`src/design/tkrq_pkg.sv`:
```
// ----------------------------------------------------------------------------
// tkrq_pkg
// Shared types, key layout and register codes for the touch keypad qualifier.
// ----------------------------------------------------------------------------
package tkrq_pkg;

    localparam int NUM_KEYS_DEF   = 9;
    localparam int COUNT_BITS_DEF = 8;

    localparam int LAYOUT_KEYS = 9;
    localparam int MASK_W      = 9;
    localparam int COORD_W     = 10;
    localparam int SIZE_W      = 10;
    localparam int LIMIT_W     = 8;
    localparam int CFG_IDX_W   = 2;
    localparam int CFG_DATA_W  = 10;

    // Register indexes on the configuration channel.
    localparam logic [CFG_IDX_W-1:0] REG_KEY_SIZE     = 2'd0;
    localparam logic [CFG_IDX_W-1:0] REG_CLICK_LIMIT  = 2'd1;
    localparam logic [CFG_IDX_W-1:0] REG_REPEAT_DELAY = 2'd2;

    localparam logic [SIZE_W-1:0]  KEY_SIZE_RST     = 10'd40;
    localparam logic [LIMIT_W-1:0] CLICK_LIMIT_RST  = 8'd8;
    localparam logic [LIMIT_W-1:0] REPEAT_DELAY_RST = 8'd15;

    // Top-left corners: up, down, left, right, a, b, x, y, start.
    localparam logic [COORD_W-1:0] KEY_PX [LAYOUT_KEYS] =
        '{10'd50, 10'd50, 10'd10, 10'd90, 10'd270, 10'd230, 10'd230, 10'd190, 10'd140};
    localparam logic [COORD_W-1:0] KEY_PY [LAYOUT_KEYS] =
        '{10'd300, 10'd380, 10'd340, 10'd340, 10'd340, 10'd380, 10'd300, 10'd340, 10'd440};

    typedef struct packed {
        logic               touch_valid;
        logic [COORD_W-1:0] touch_x;
        logic [COORD_W-1:0] touch_y;
        logic               tick_end;
    } t_touch;

    typedef struct packed {
        logic [MASK_W-1:0] held_mask;
        logic [MASK_W-1:0] press_mask;
        logic [MASK_W-1:0] release_mask;
        logic [MASK_W-1:0] click_mask;
        logic [MASK_W-1:0] repeat_mask;
    } t_result;

    typedef struct packed {
        logic [CFG_IDX_W-1:0]  index;
        logic [CFG_DATA_W-1:0] value;
    } t_cfg_write;

    typedef struct packed {
        logic [SIZE_W-1:0]  key_size;
        logic [LIMIT_W-1:0] click_limit;
        logic [LIMIT_W-1:0] repeat_delay;
    } t_cfg;

endpackage

```
`src/design/tkrq_ifs.sv`:
```
// ----------------------------------------------------------------------------
// tkrq channel interfaces
// Valid/ready channels for touch points, results and register writes.
// ----------------------------------------------------------------------------
interface tkrq_touch_if;
    logic            valid;
    logic            ready;
    tkrq_pkg::t_touch data;
    modport source (output valid, output data, input ready);
    modport sink   (input valid, input data, output ready);
endinterface

interface tkrq_result_if;
    logic             valid;
    logic             ready;
    tkrq_pkg::t_result data;
    modport source (output valid, output data, input ready);
    modport sink   (input valid, input data, output ready);
endinterface

interface tkrq_cfg_if;
    logic                valid;
    logic                ready;
    tkrq_pkg::t_cfg_write data;
    modport source (output valid, output data, input ready);
    modport sink   (input valid, input data, output ready);
endinterface

```
`src/design/tkrq_hit.sv`:
```
// ----------------------------------------------------------------------------
// tkrq_hit
// Hit test of one point against the key areas; first matching key wins.
// ----------------------------------------------------------------------------
module tkrq_hit #(
    parameter int NUM_KEYS = tkrq_pkg::NUM_KEYS_DEF,
    localparam int ACTIVE  = (NUM_KEYS < tkrq_pkg::LAYOUT_KEYS) ? NUM_KEYS
                                                                : tkrq_pkg::LAYOUT_KEYS
) (
    input  logic                         i_point_valid,
    input  logic [tkrq_pkg::COORD_W-1:0] i_x,
    input  logic [tkrq_pkg::COORD_W-1:0] i_y,
    input  logic [tkrq_pkg::SIZE_W-1:0]  i_key_size,
    output logic [ACTIVE-1:0]            o_hit
);
    localparam int SUM_W  = tkrq_pkg::COORD_W + 1;

    logic [ACTIVE-1:0] inside_area;

    for (genvar k = 0; k < ACTIVE; k++) begin : g_key
        logic [SUM_W-1:0] x_hi;
        logic [SUM_W-1:0] y_hi;
        assign x_hi = {1'b0, tkrq_pkg::KEY_PX[k]} + {1'b0, i_key_size};
        assign y_hi = {1'b0, tkrq_pkg::KEY_PY[k]} + {1'b0, i_key_size};
        assign inside_area[k] = (i_x >= tkrq_pkg::KEY_PX[k]) && ({1'b0, i_x} <= x_hi)
                             && (i_y >= tkrq_pkg::KEY_PY[k]) && ({1'b0, i_y} <= y_hi);
    end

    // Keep only the lowest matching key.
    always_comb begin
        logic found;
        found = 1'b0;
        o_hit = '0;
        for (int k = 0; k < ACTIVE; k++) begin
            if (inside_area[k] && !found && i_point_valid) begin
                o_hit[k] = 1'b1;
                found    = 1'b1;
            end
        end
    end
endmodule

```
`src/design/tkrq_track.sv`:
```
// ----------------------------------------------------------------------------
// tkrq_track
// Per-tick hit collection, hold counters and the registered result.
// ----------------------------------------------------------------------------
module tkrq_track #(
    parameter int NUM_KEYS   = tkrq_pkg::NUM_KEYS_DEF,
    parameter int COUNT_BITS = tkrq_pkg::COUNT_BITS_DEF,
    localparam int ACTIVE    = (NUM_KEYS < tkrq_pkg::LAYOUT_KEYS) ? NUM_KEYS
                                                                  : tkrq_pkg::LAYOUT_KEYS
) (
    input  logic                  i_clk,
    input  logic                  i_rst_n,
    input  logic                  i_step,
    input  logic                  i_tick_end,
    input  logic [ACTIVE-1:0]     i_hit,
    input  tkrq_pkg::t_cfg        i_cfg,
    output logic                  o_out_free,
    tkrq_result_if.source         o_result
);
    localparam int CW = (COUNT_BITS > tkrq_pkg::LIMIT_W) ? COUNT_BITS : tkrq_pkg::LIMIT_W;
    localparam logic [COUNT_BITS-1:0] CNT_MAX  = '1;
    localparam logic [COUNT_BITS-1:0] CNT_BACK = CNT_MAX - COUNT_BITS'(3);

    logic [ACTIVE-1:0]     r_tick_hits, n_tick_hits;
    logic [ACTIVE-1:0]     r_prev_held;
    logic [COUNT_BITS-1:0] r_hold_count [ACTIVE];
    logic [COUNT_BITS-1:0] n_hold_count [ACTIVE];
    logic                  r_out_v;
    tkrq_pkg::t_result     r_out;

    logic [ACTIVE-1:0] held, press, rel, click, rpt;
    logic              close_tick;

    assign o_out_free = !r_out_v || o_result.ready;
    assign close_tick = i_step && i_tick_end;
    assign held       = r_tick_hits | i_hit;
    assign n_tick_hits = i_tick_end ? '0 : held;

    always_comb begin
        for (int k = 0; k < ACTIVE; k++) begin
            press[k] = held[k] && !r_prev_held[k];
            rel[k]   = !held[k] && r_prev_held[k];
            click[k] = rel[k] && (CW'(r_hold_count[k]) <= CW'(i_cfg.click_limit));
            rpt[k]   = press[k] || (held[k]
                       && (CW'(r_hold_count[k]) > CW'(i_cfg.repeat_delay))
                       && (r_hold_count[k][1:0] == 2'b00));
            if (!held[k]) begin
                n_hold_count[k] = '0;
            end else if (r_hold_count[k] == CNT_MAX) begin
                n_hold_count[k] = CNT_BACK;
            end else begin
                n_hold_count[k] = r_hold_count[k] + COUNT_BITS'(1);
            end
        end
    end

    always_ff @(posedge i_clk) begin
        if (!i_rst_n) begin
            r_tick_hits <= '0;
            r_prev_held <= '0;
            r_out_v     <= 1'b0;
            for (int k = 0; k < ACTIVE; k++) begin
                r_hold_count[k] <= '0;
            end
        end else begin
            if (i_step) begin
                r_tick_hits <= n_tick_hits;
            end
            if (close_tick) begin
                r_prev_held <= held;
                for (int k = 0; k < ACTIVE; k++) begin
                    r_hold_count[k] <= n_hold_count[k];
                end
            end
            if (close_tick) begin
                r_out_v <= 1'b1;
            end else if (o_result.ready) begin
                r_out_v <= 1'b0;
            end
        end
    end

    always_ff @(posedge i_clk) begin
        if (close_tick) begin
            r_out.held_mask    <= tkrq_pkg::MASK_W'(held);
            r_out.press_mask   <= tkrq_pkg::MASK_W'(press);
            r_out.release_mask <= tkrq_pkg::MASK_W'(rel);
            r_out.click_mask   <= tkrq_pkg::MASK_W'(click);
            r_out.repeat_mask  <= tkrq_pkg::MASK_W'(rpt);
        end
    end

    assign o_result.valid = r_out_v;
    assign o_result.data  = r_out;

    a_close_loads_out: assert property (@(posedge i_clk) disable iff (!i_rst_n)
        close_tick |=> r_out_v && (r_tick_hits == '0))
        else $error("closed tick did not load result or clear hits");

    a_prev_matches_out: assert property (@(posedge i_clk) disable iff (!i_rst_n)
        r_out_v |-> (tkrq_pkg::MASK_W'(r_prev_held) == r_out.held_mask))
        else $error("previous held mask out of step with result");

    a_no_overwrite: assert property (@(posedge i_clk) disable iff (!i_rst_n)
        close_tick |-> (!r_out_v || o_result.ready))
        else $error("result overwritten while waiting");

    a_mask_relations: assert property (@(posedge i_clk) disable iff (!i_rst_n)
        r_out_v |-> ((r_out.press_mask & ~r_out.repeat_mask) == '0)
                 && ((r_out.click_mask & ~r_out.release_mask) == '0)
                 && ((r_out.release_mask & r_out.held_mask) == '0))
        else $error("inconsistent result masks");
endmodule

```
`src/design/touch_keypad_repeat_qualifier.sv`:
```
// ----------------------------------------------------------------------------
// touch_keypad_repeat_qualifier
// Hit-tests touch points against up to nine keys and qualifies press, release,
// click and auto-repeat once per tick.
// ----------------------------------------------------------------------------
// Result path: a tick_end point loads the input register on acceptance,
//   and the tick's result loads the result register when that point steps on.
// Throughput: one point per cycle; a tick_end point waits in the input
//   register only while an earlier result is still not taken.
// Reset: synchronous active-low; clears hit mask, held mask, hold counters
//   and valids, and loads key_size 40, click_limit 8, repeat_delay 15.
module touch_keypad_repeat_qualifier #(
    parameter int NUM_KEYS   = tkrq_pkg::NUM_KEYS_DEF,
    parameter int COUNT_BITS = tkrq_pkg::COUNT_BITS_DEF
) (
    input  logic          i_clk,
    input  logic          i_rst_n,
    tkrq_touch_if.sink    i_touch,
    tkrq_cfg_if.sink      i_cfg,
    tkrq_result_if.source o_result
);
    localparam int ACTIVE = (NUM_KEYS < tkrq_pkg::LAYOUT_KEYS) ? NUM_KEYS
                                                                : tkrq_pkg::LAYOUT_KEYS;

    // Configuration registers; the user must write them only while the block is idle (not enforced here).
    tkrq_pkg::t_cfg r_cfg;

    // Input register holding one touch request.
    logic             r_in_v;
    tkrq_pkg::t_touch r_in;

    logic              out_free;
    logic              step;
    logic [ACTIVE-1:0] hit;

    assign i_cfg.ready = 1'b1;

    always_ff @(posedge i_clk) begin
        if (!i_rst_n) begin
            r_cfg.key_size     <= tkrq_pkg::KEY_SIZE_RST;
            r_cfg.click_limit  <= tkrq_pkg::CLICK_LIMIT_RST;
            r_cfg.repeat_delay <= tkrq_pkg::REPEAT_DELAY_RST;
        end else if (i_cfg.valid) begin
            unique case (i_cfg.data.index)
                tkrq_pkg::REG_KEY_SIZE: begin
                    r_cfg.key_size <= i_cfg.data.value[tkrq_pkg::SIZE_W-1:0];
                end
                tkrq_pkg::REG_CLICK_LIMIT: begin
                    r_cfg.click_limit <= i_cfg.data.value[tkrq_pkg::LIMIT_W-1:0];
                end
                tkrq_pkg::REG_REPEAT_DELAY: begin
                    r_cfg.repeat_delay <= i_cfg.data.value[tkrq_pkg::LIMIT_W-1:0];
                end
                default: begin
                    // unknown index: drop the write
                end
            endcase
        end
    end

    // Advance the held request unless it closes a tick and the result slot
    // is still occupied.
    assign step          = r_in_v && (!r_in.tick_end || out_free);
    assign i_touch.ready = !r_in_v || step;

    always_ff @(posedge i_clk) begin
        if (!i_rst_n) begin
            r_in_v <= 1'b0;
        end else if (i_touch.ready) begin
            r_in_v <= i_touch.valid;
        end
    end

    always_ff @(posedge i_clk) begin
        if (i_touch.ready && i_touch.valid) begin
            r_in <= i_touch.data;
        end
    end

    tkrq_hit #(
        .NUM_KEYS (NUM_KEYS)
    ) u_hit (
        .i_point_valid (r_in.touch_valid),
        .i_x           (r_in.touch_x),
        .i_y           (r_in.touch_y),
        .i_key_size    (r_cfg.key_size),
        .o_hit         (hit)
    );

    tkrq_track #(
        .NUM_KEYS   (NUM_KEYS),
        .COUNT_BITS (COUNT_BITS)
    ) u_track (
        .i_clk      (i_clk),
        .i_rst_n    (i_rst_n),
        .i_step     (step),
        .i_tick_end (r_in.tick_end),
        .i_hit      (hit),
        .i_cfg      (r_cfg),
        .o_out_free (out_free),
        .o_result   (o_result)
    );
endmodule
```
`src/flat_wrapper.sv`:
```
// flat-port wrapper written by rule: the top's interface ports become plain ports
module touch_keypad_repeat_qualifier_flat 
#(
    parameter int NUM_KEYS   = tkrq_pkg::NUM_KEYS_DEF,
    parameter int COUNT_BITS = tkrq_pkg::COUNT_BITS_DEF
)
  (i_clk, i_rst_n, i_touch_valid, i_touch_data, i_touch_ready, i_cfg_valid, i_cfg_data, i_cfg_ready, o_result_valid, o_result_data, o_result_ready);
  tkrq_touch_if i_touch_i ();
  tkrq_cfg_if i_cfg_i ();
  tkrq_result_if o_result_i ();
  input  logic i_clk;
  input  logic i_rst_n;
  input wire logic [$bits(i_touch_i.valid)-1:0] i_touch_valid;
  input wire logic [$bits(i_touch_i.data)-1:0] i_touch_data;
  output wire logic [$bits(i_touch_i.ready)-1:0] i_touch_ready;
  input wire logic [$bits(i_cfg_i.valid)-1:0] i_cfg_valid;
  input wire logic [$bits(i_cfg_i.data)-1:0] i_cfg_data;
  output wire logic [$bits(i_cfg_i.ready)-1:0] i_cfg_ready;
  output wire logic [$bits(o_result_i.valid)-1:0] o_result_valid;
  output wire logic [$bits(o_result_i.data)-1:0] o_result_data;
  input wire logic [$bits(o_result_i.ready)-1:0] o_result_ready;
  assign i_touch_i.valid = i_touch_valid;
  assign i_touch_i.data = i_touch_data;
  assign i_touch_ready = i_touch_i.ready;
  assign i_cfg_i.valid = i_cfg_valid;
  assign i_cfg_i.data = i_cfg_data;
  assign i_cfg_ready = i_cfg_i.ready;
  assign o_result_valid = o_result_i.valid;
  assign o_result_data = o_result_i.data;
  assign o_result_i.ready = o_result_ready;
  touch_keypad_repeat_qualifier #(.NUM_KEYS(NUM_KEYS), .COUNT_BITS(COUNT_BITS)) u_core (.i_clk(i_clk), .i_rst_n(i_rst_n), .i_touch(i_touch_i), .i_cfg(i_cfg_i), .o_result(o_result_i));
endmodule
```
`config.mk`:
```
export PLATFORM = sky130hd
export DESIGN_NAME = touch_keypad_repeat_qualifier_flat
export DESIGN_NICKNAME = d
export VERILOG_FILES = /design/src/design/tkrq_pkg.sv /design/src/design/tkrq_ifs.sv /design/src/design/tkrq_hit.sv /design/src/design/tkrq_track.sv /design/src/design/touch_keypad_repeat_qualifier.sv /design/src/flat_wrapper.sv
export SDC_FILE = /design/constraint.sdc
export NUM_CORES = 1
export LEC_CHECK = 0
export BUFFER_PORTS_ARGS = -buffer_cell sky130_fd_sc_hd__buf_2
export CAP_MARGIN = 20
export CORE_MARGIN = 4
export CORE_UTILIZATION = 40
export DETAILED_ROUTE_END_ITERATION = 8
export SETUP_SLACK_MARGIN = 0.2
export SYNTH_ARGS = -nofsm -noshare
export SYNTH_HDL_FRONTEND = slang
export SYNTH_SLANG_ARGS = --single-unit
```
`constraint.sdc`:
```
create_clock -name i_clk -period 4 [get_ports i_clk]
set_input_delay 0.6 -clock i_clk [delete_from_list [all_inputs] [get_ports i_clk]]
set_output_delay 0.6 -clock i_clk [all_outputs]
set_load 0.01 [all_outputs]
```
After elaboration in Yosys (flattened, before gate mapping) --
Memory sizes are Yosys's and may differ from the RTL's. Cells that the tools add are included.
Operators by class: $add $sub $neg 20, multiply operators 0, div/mod/pow operators 0, order comparisons 40, equal/unequal tests 11, shifts and indexed selects 0, muxes and demuxes 50, bitwise logic cells 10, reductions and logical operators 145
Operators with widths (number):
- $mux W8 | 27
- $le A10 B11 Y1 | 11
- $logic_and A1 B1 Y1 | 90
- $add A8 B1 Y8 const B | 9
- $eq A8 B8 Y1 const B | 9
- $gt A8 B8 Y1 | 9
- $le A8 B8 Y1 | 9
- $add A9 B10 Y11 const A | 5
- $ge A10 B9 Y1 const B | 5
- $add A8 B10 Y11 const A | 3
- $ge A10 B8 Y1 const B | 3
- $logic_not A1 Y1 | 29
- $mux W1 | 22
- $logic_not A2 Y1 | 10
- $logic_or A1 B1 Y1 | 12
- $add A4 B10 Y11 const A | 1
- $add A6 B10 Y11 const A | 1
- $add A7 B10 Y11 const A | 1
- $ge A10 B4 Y1 const B | 1
- $ge A10 B6 Y1 const B | 1
- $ge A10 B7 Y1 const B | 1
- $mux W9 | 1
- $or A1 B1 Y1 | 9
- $or A9 B9 Y9 | 1
- other kinds (4) | 6
Storage, ports and cells: register bits after elaboration 113, bits in latches 0, RAM bits 72, ROM bits 0, input bits 39, output and inout bits 48, word-level logic and storage cells 293, memories 1
Memories:
- u_core.u_track.r_hold_count | depth 9, width 8, rd ports 9, clocked after Yosys merged registers in 0, wr ports 9, RTL line tkrq_track.sv:26 | logic [COUNT_BITS-1:0] r_hold_count [ACTIVE];

Logic depth before layout (Yosys ltp) --
depth in word-level cells 43, gate-level depth with buffers 18, mapped depth without buffers 16

Cells and area by module --
A second synthesis with hierarchy kept.
Second synthesis, totals: cell total of the unflattened synthesis 1510, area, all modules 14565.2 µm²
Modules (own cells, without submodules):
- tkrq_track | times used 1, cells an instance 894, area each 9198.8 µm², sequential area each 3893.7 µm²
- tkrq_hit | times used 1, cells an instance 480, area each 3594.7 µm², sequential area each 0.0 µm²
- touch_keypad_repeat_qualifier | times used 1, cells an instance 136, area each 1771.7 µm², sequential area each 1201.2 µm²

Least setup slack after synthesis --
Ideal clock, no wire load.
path type reg2reg, from register u_core.r_cfg[19] (netlist bit), to memory u_core.u_track.r_hold_count[0][18] (netlist bit), data pin, setup time 268 ps, data arrival time 3981 ps, data required time 3732 ps, setup slack -250 ps, cell stages (with the launch flop) 18, buffers on the path 2, period minus slack after synthesis 4250 ps, cell sequence dfxtp_1 clkbuf_1 inv_1 ha_1 a21oi_1 nand2_1 a31oi_1 xnor2_1 ha_1 and2_1 a221oi_1 o21ai_0 o311ai_0 a32o_2 nand2_1 a31oi_1 buf_2 nor3_1
RTL lines:
- start, declared | RTL line touch_keypad_repeat_qualifier.sv:26 | tkrq_pkg::t_cfg r_cfg;
- end, declared | RTL line tkrq_track.sv:26

==> flow_summary_export.csv <==
group,metric,value,unit
hold_path,hold_path_startpoint,"i_touch_data[15]",
job,cap_violations,0,
cells_and_area,instances_no_fill,2094,
route,drt_pass1_iterations,5,
route,wl_met2,19.6,mm
sta,fin_setup_tns,0,ns
worst_setup_path,r2r_slack,0.31,ns
route,wl_met3,1.75,mm
worst_setup_path,arrival,3.95,ns
route,wl_per_cell,19.9,um
die,rows,69,
placement,dp_hpwl,29.6,mm
sta,skew,0.0150,ns
worst_setup_path,rr_startpoint,"u_core.r_cfg[20]$_SDFFE_PN0P_",
global_routing,antenna_found_initial,0,
route,via_per_inst,5.79,
sta,worst_slack,0.310,ns
sta,rsz0062_at_grt,"true",
route,dr.first_iter.drc_count,781,
synthesis,synth_edf_count,139,
placement,dp.cells,2042,
synthesis,yosysSeqAreaShare,0.349,
synthesis,yosys.area.top_type,"edfxtp_1",
power_and_ir_drop,leakagePower,7.11,nW
placement,placed_area,0.0159,mm2
cells_and_area,finalInstanceArea,0.0170,mm2
clock_tree,htreeDepth,4,
power_and_ir_drop,internal-power,3.46,mW
clock_tree,clk_latency,0.46,ns
cells_and_area,syn2layout_area_growth,16.6,%
synthesis,ys_ff_latch,185,
sta,max_slew.worst_pin.slew,0.782,ns
clock_tree,cts_root_buf,"clkbuf_16",
sta,period_needed,3.69,ns
cells_and_area,diodes,0,
synthesis,ys_top_cells_by_area,"edfxtp_1 (29%), ha_1 (22%), dfxtp_1 (6.3%)",
sta,post-route-period-util,0.923,
clock_tree,cts_tree,"yes",
worst_setup_path,cp-end-kind,"register",
synthesis,synth.avg_cell_area,9.78,um2
clock_tree,hold_buffers,0,
synthesis,async_reset_ff_frac,0,
sta,slew_headroom,0.478,
synthesis,netlist_area,0.0146,mm2
cells_and_area,nNetsFinal,1917,
sta,maxSlewViolCount,0,
hold_path,worstHoldEndpoint,"u_core.r_in[15]$_DFFE_PP_",
route,wl_met1,18.9,mm
power_and_ir_drop,vdd_ir_drop_max,318,uV
die,io_pins,87,
worst_setup_path,startpoint_type,"register",
clock_tree,cts_inserted_buffers,17,
global_routing,gr-total-overflow,0,
clock_tree,clock_path_buffers,2,
global_routing,grt_util_all_layers,0.210,
worst_setup_path,r2r-end,"u_core.u_track.r_hold_count[0][64]$_SDFFCE_PP0P_",
cells_and_area,final_common_cell,"ha_1",
hold_path,hold_class,"in -> reg",
synthesis,ys.flop_type,"edfxtp_1",
worst_setup_path,r2r_cells,15,
power_and_ir_drop,p_clk_frac,0.346,
die,start_util,0.408,
placement,pre_cts_ws,-0.0271,ns
route,drc,0,
global_routing,grt_max_degree,62,
synthesis,yosysWarningCount,0,
global_routing,grt_pass1_vias,12047,
power_and_ir_drop,switching_share,0.320,
power_and_ir_drop,power.switching,1.63,mW
cells_and_area,post-route-util,0.475,
power_and_ir_drop,power_frac_seq,0.444,
placement,routabilityCongestion,0.954,
sta,hold_viol_final,0,
hold_path,hold_depth,1,
power_and_ir_drop,finalPower,5.09,mW
clock_tree,clk_pin_slew_worst_paths,0.08,ns
route,routed_wl,41.6,mm
sta,whs,0.314,ns
die,die_w,199,um
worst_setup_path,critPathMaxFanout,14,
die,die_height,199,um
cells_and_area,layout-drive-gt1-share,0.165,
sta,fmax,0.271,GHz
power_and_ir_drop,cellPowerDensity,299,mW/mm2
die,die_area,0.0397,mm2
cells_and_area,layout_common_cells,"ha_1 (252), edfxtp_1 (139), a21oi_1 (101), buf_2 (86), o21ai_0 (84)",
global_routing,grt_pass1_wl,65.3,mm
clock_tree,clkSinkCount,185,
cells_and_area,nFillCells,3339,
sta,finalSetupViolations,0,
route,antenna_left,0,
route,dr_total_vias,12121,
worst_setup_path,critPathKind,"reg -> reg",
synthesis,syn_inst,1494,
outcome,outcome,"finished clean",
synthesis,yosysTopAreaCellShare,0.286,
worst_setup_path,required,4.26,ns
synthesis,synth_cell_types,75,
route,topRoutingLayerUsed,"met4",
die,coreArea,0.0358,mm2
placement,io_buffers,85,
synthesis,syn-num-nets,1791,
power_and_ir_drop,combPwrFrac,0.210,
==> cell type report <==
class	count	area, um2	share of cell area
clock buffers	18	429	0.0252
clock inverters	14	168	0.00984
inverters	74	285	0.0167
multi-input cells	1193	9470	0.556
flip-flops and latches	185	5100	0.300
well taps	461	577	0.0339
repair buffers	149	1000	0.0588
==> worst max-delay path: stages, from the launching register on <==
cell,delay [ns]
dfxtp_4,0.38
buf_4,0.18
or4b_4,0.56
nand2_4,0.10
xnor2_2,0.10
ha_1,0.26
and4_4,0.21
nand4_1,0.08
o221ai_1,0.11
o21bai_4,0.20
a32o_2,0.30
buf_6,0.15
a221oi_4,0.33
a21oi_4,0.10
buf_12,0.16
nor4b_1,0.26
==> registers in the layout (all words and copies together) (netlist names) <==
name	cells
u_core.u_track.r_hold_count	72
u_core.u_track.o_result.data	45
u_core.r_cfg	26
u_core.r_in	22
u_core.u_track.r_prev_held	9
u_core.u_track.r_tick_hits	9
u_core.r_in_v	1
u_core.u_track.o_result.valid	1
==> cells in the mapped netlist, types with 4 or more instances <==
master and count:
buf_1 4, xor2_1 18, nor4b_1 7, nor3_1 38
inv_1 72, nand3_1 48, nand2b_1 19, o21a_1 16
a211o_1 6, o21bai_1 6, and4b_1 5, o211ai_1 17
nand2_1 72, a21o_1 44, clkbuf_1 26, o21ai_0 90
dfxtp_1 46, mux2i_1 19, nor2b_1 43, nor2_1 77
buf_2 7, xnor2_1 72, nor4_1 10, a21oi_1 114
a21boi_0 5, nand4_1 43, nand3b_1 10, a211oi_1 21
and3_1 31, edfxtp_1 139, a31oi_1 24, a21oi_2 4
ha_1 258, nor3b_1 4, and2_1 14, a2111oi_2 4
and4_1 7
==> worst max path at each step <==
stage                                              from                                          endpoint  slack, ns  cells past startpoint
after CTS                 u_core.r_cfg[19]$_SDFFE_PN1P_  u_core.u_track.r_hold_count[0][26]$_SDFFCE_PN0P_       0.20                     16
after floorplan           u_core.r_cfg[24]$_SDFFE_PN0P_  u_core.u_track.r_hold_count[0][58]$_SDFFCE_PP0P_       0.22                     14
after detailed placement  u_core.r_cfg[19]$_SDFFE_PN1P_  u_core.u_track.r_hold_count[0][55]$_SDFFCE_PN0P_      -0.03                     16
final                     u_core.r_cfg[20]$_SDFFE_PN0P_  u_core.u_track.r_hold_count[0][64]$_SDFFCE_PP0P_       0.31                     15
after global placement    u_core.r_cfg[19]$_SDFFE_PN1P_  u_core.u_track.r_hold_count[0][17]$_SDFFCE_PP0P_       0.13                     15
after global routing      u_core.r_cfg[18]$_SDFFE_PN0P_  u_core.u_track.r_hold_count[0][55]$_SDFFCE_PN0P_       0.18                     17
==> power by group through the flow <==
stage               Sequential, mW  Clock [mW]  Combinational, mW
floorplan                     2.27           0              0.669
global placement              2.30           0              0.932
detailed placement            2.30           0              0.961
CTS                           2.26        1.81              0.999
global route                  2.27        1.87               1.20
finish                        2.26        1.76               1.07
==> cells by family after synthesis <==
group	count (synthesis)	synth area share
xor gates and xnor gates	90	0.0539
adders and majority gates	258	0.221
other	1	0.000257
buffers and inverters	116	0.0323
and+or+nand+nor	438	0.161
muxes	19	0.0130
DFF	185	0.349
AOI/OAI and AO/OA	387	0.170
==> per-layer routing <==
| metal | GRT usage | up-vias |
|---|---|---|
| met5 | 0 | - |
| met4 | 0.0757 | 0 |
| met3 | 0.0280 | 72 |
| met2 | 0.351 | 289 |
| met1 | 0.279 | 5872 |
| li1 | - | 5888 |
==> timing repair <==
action | in CTS | in global routing
resized for setup | 19 | 69
buffers inserted | 7 | 11
pin swaps | 8 | 24
setup endpoints to repair | 111 | 126
gates cloned | 0 | 2
(Power assumes the default switching activity.)
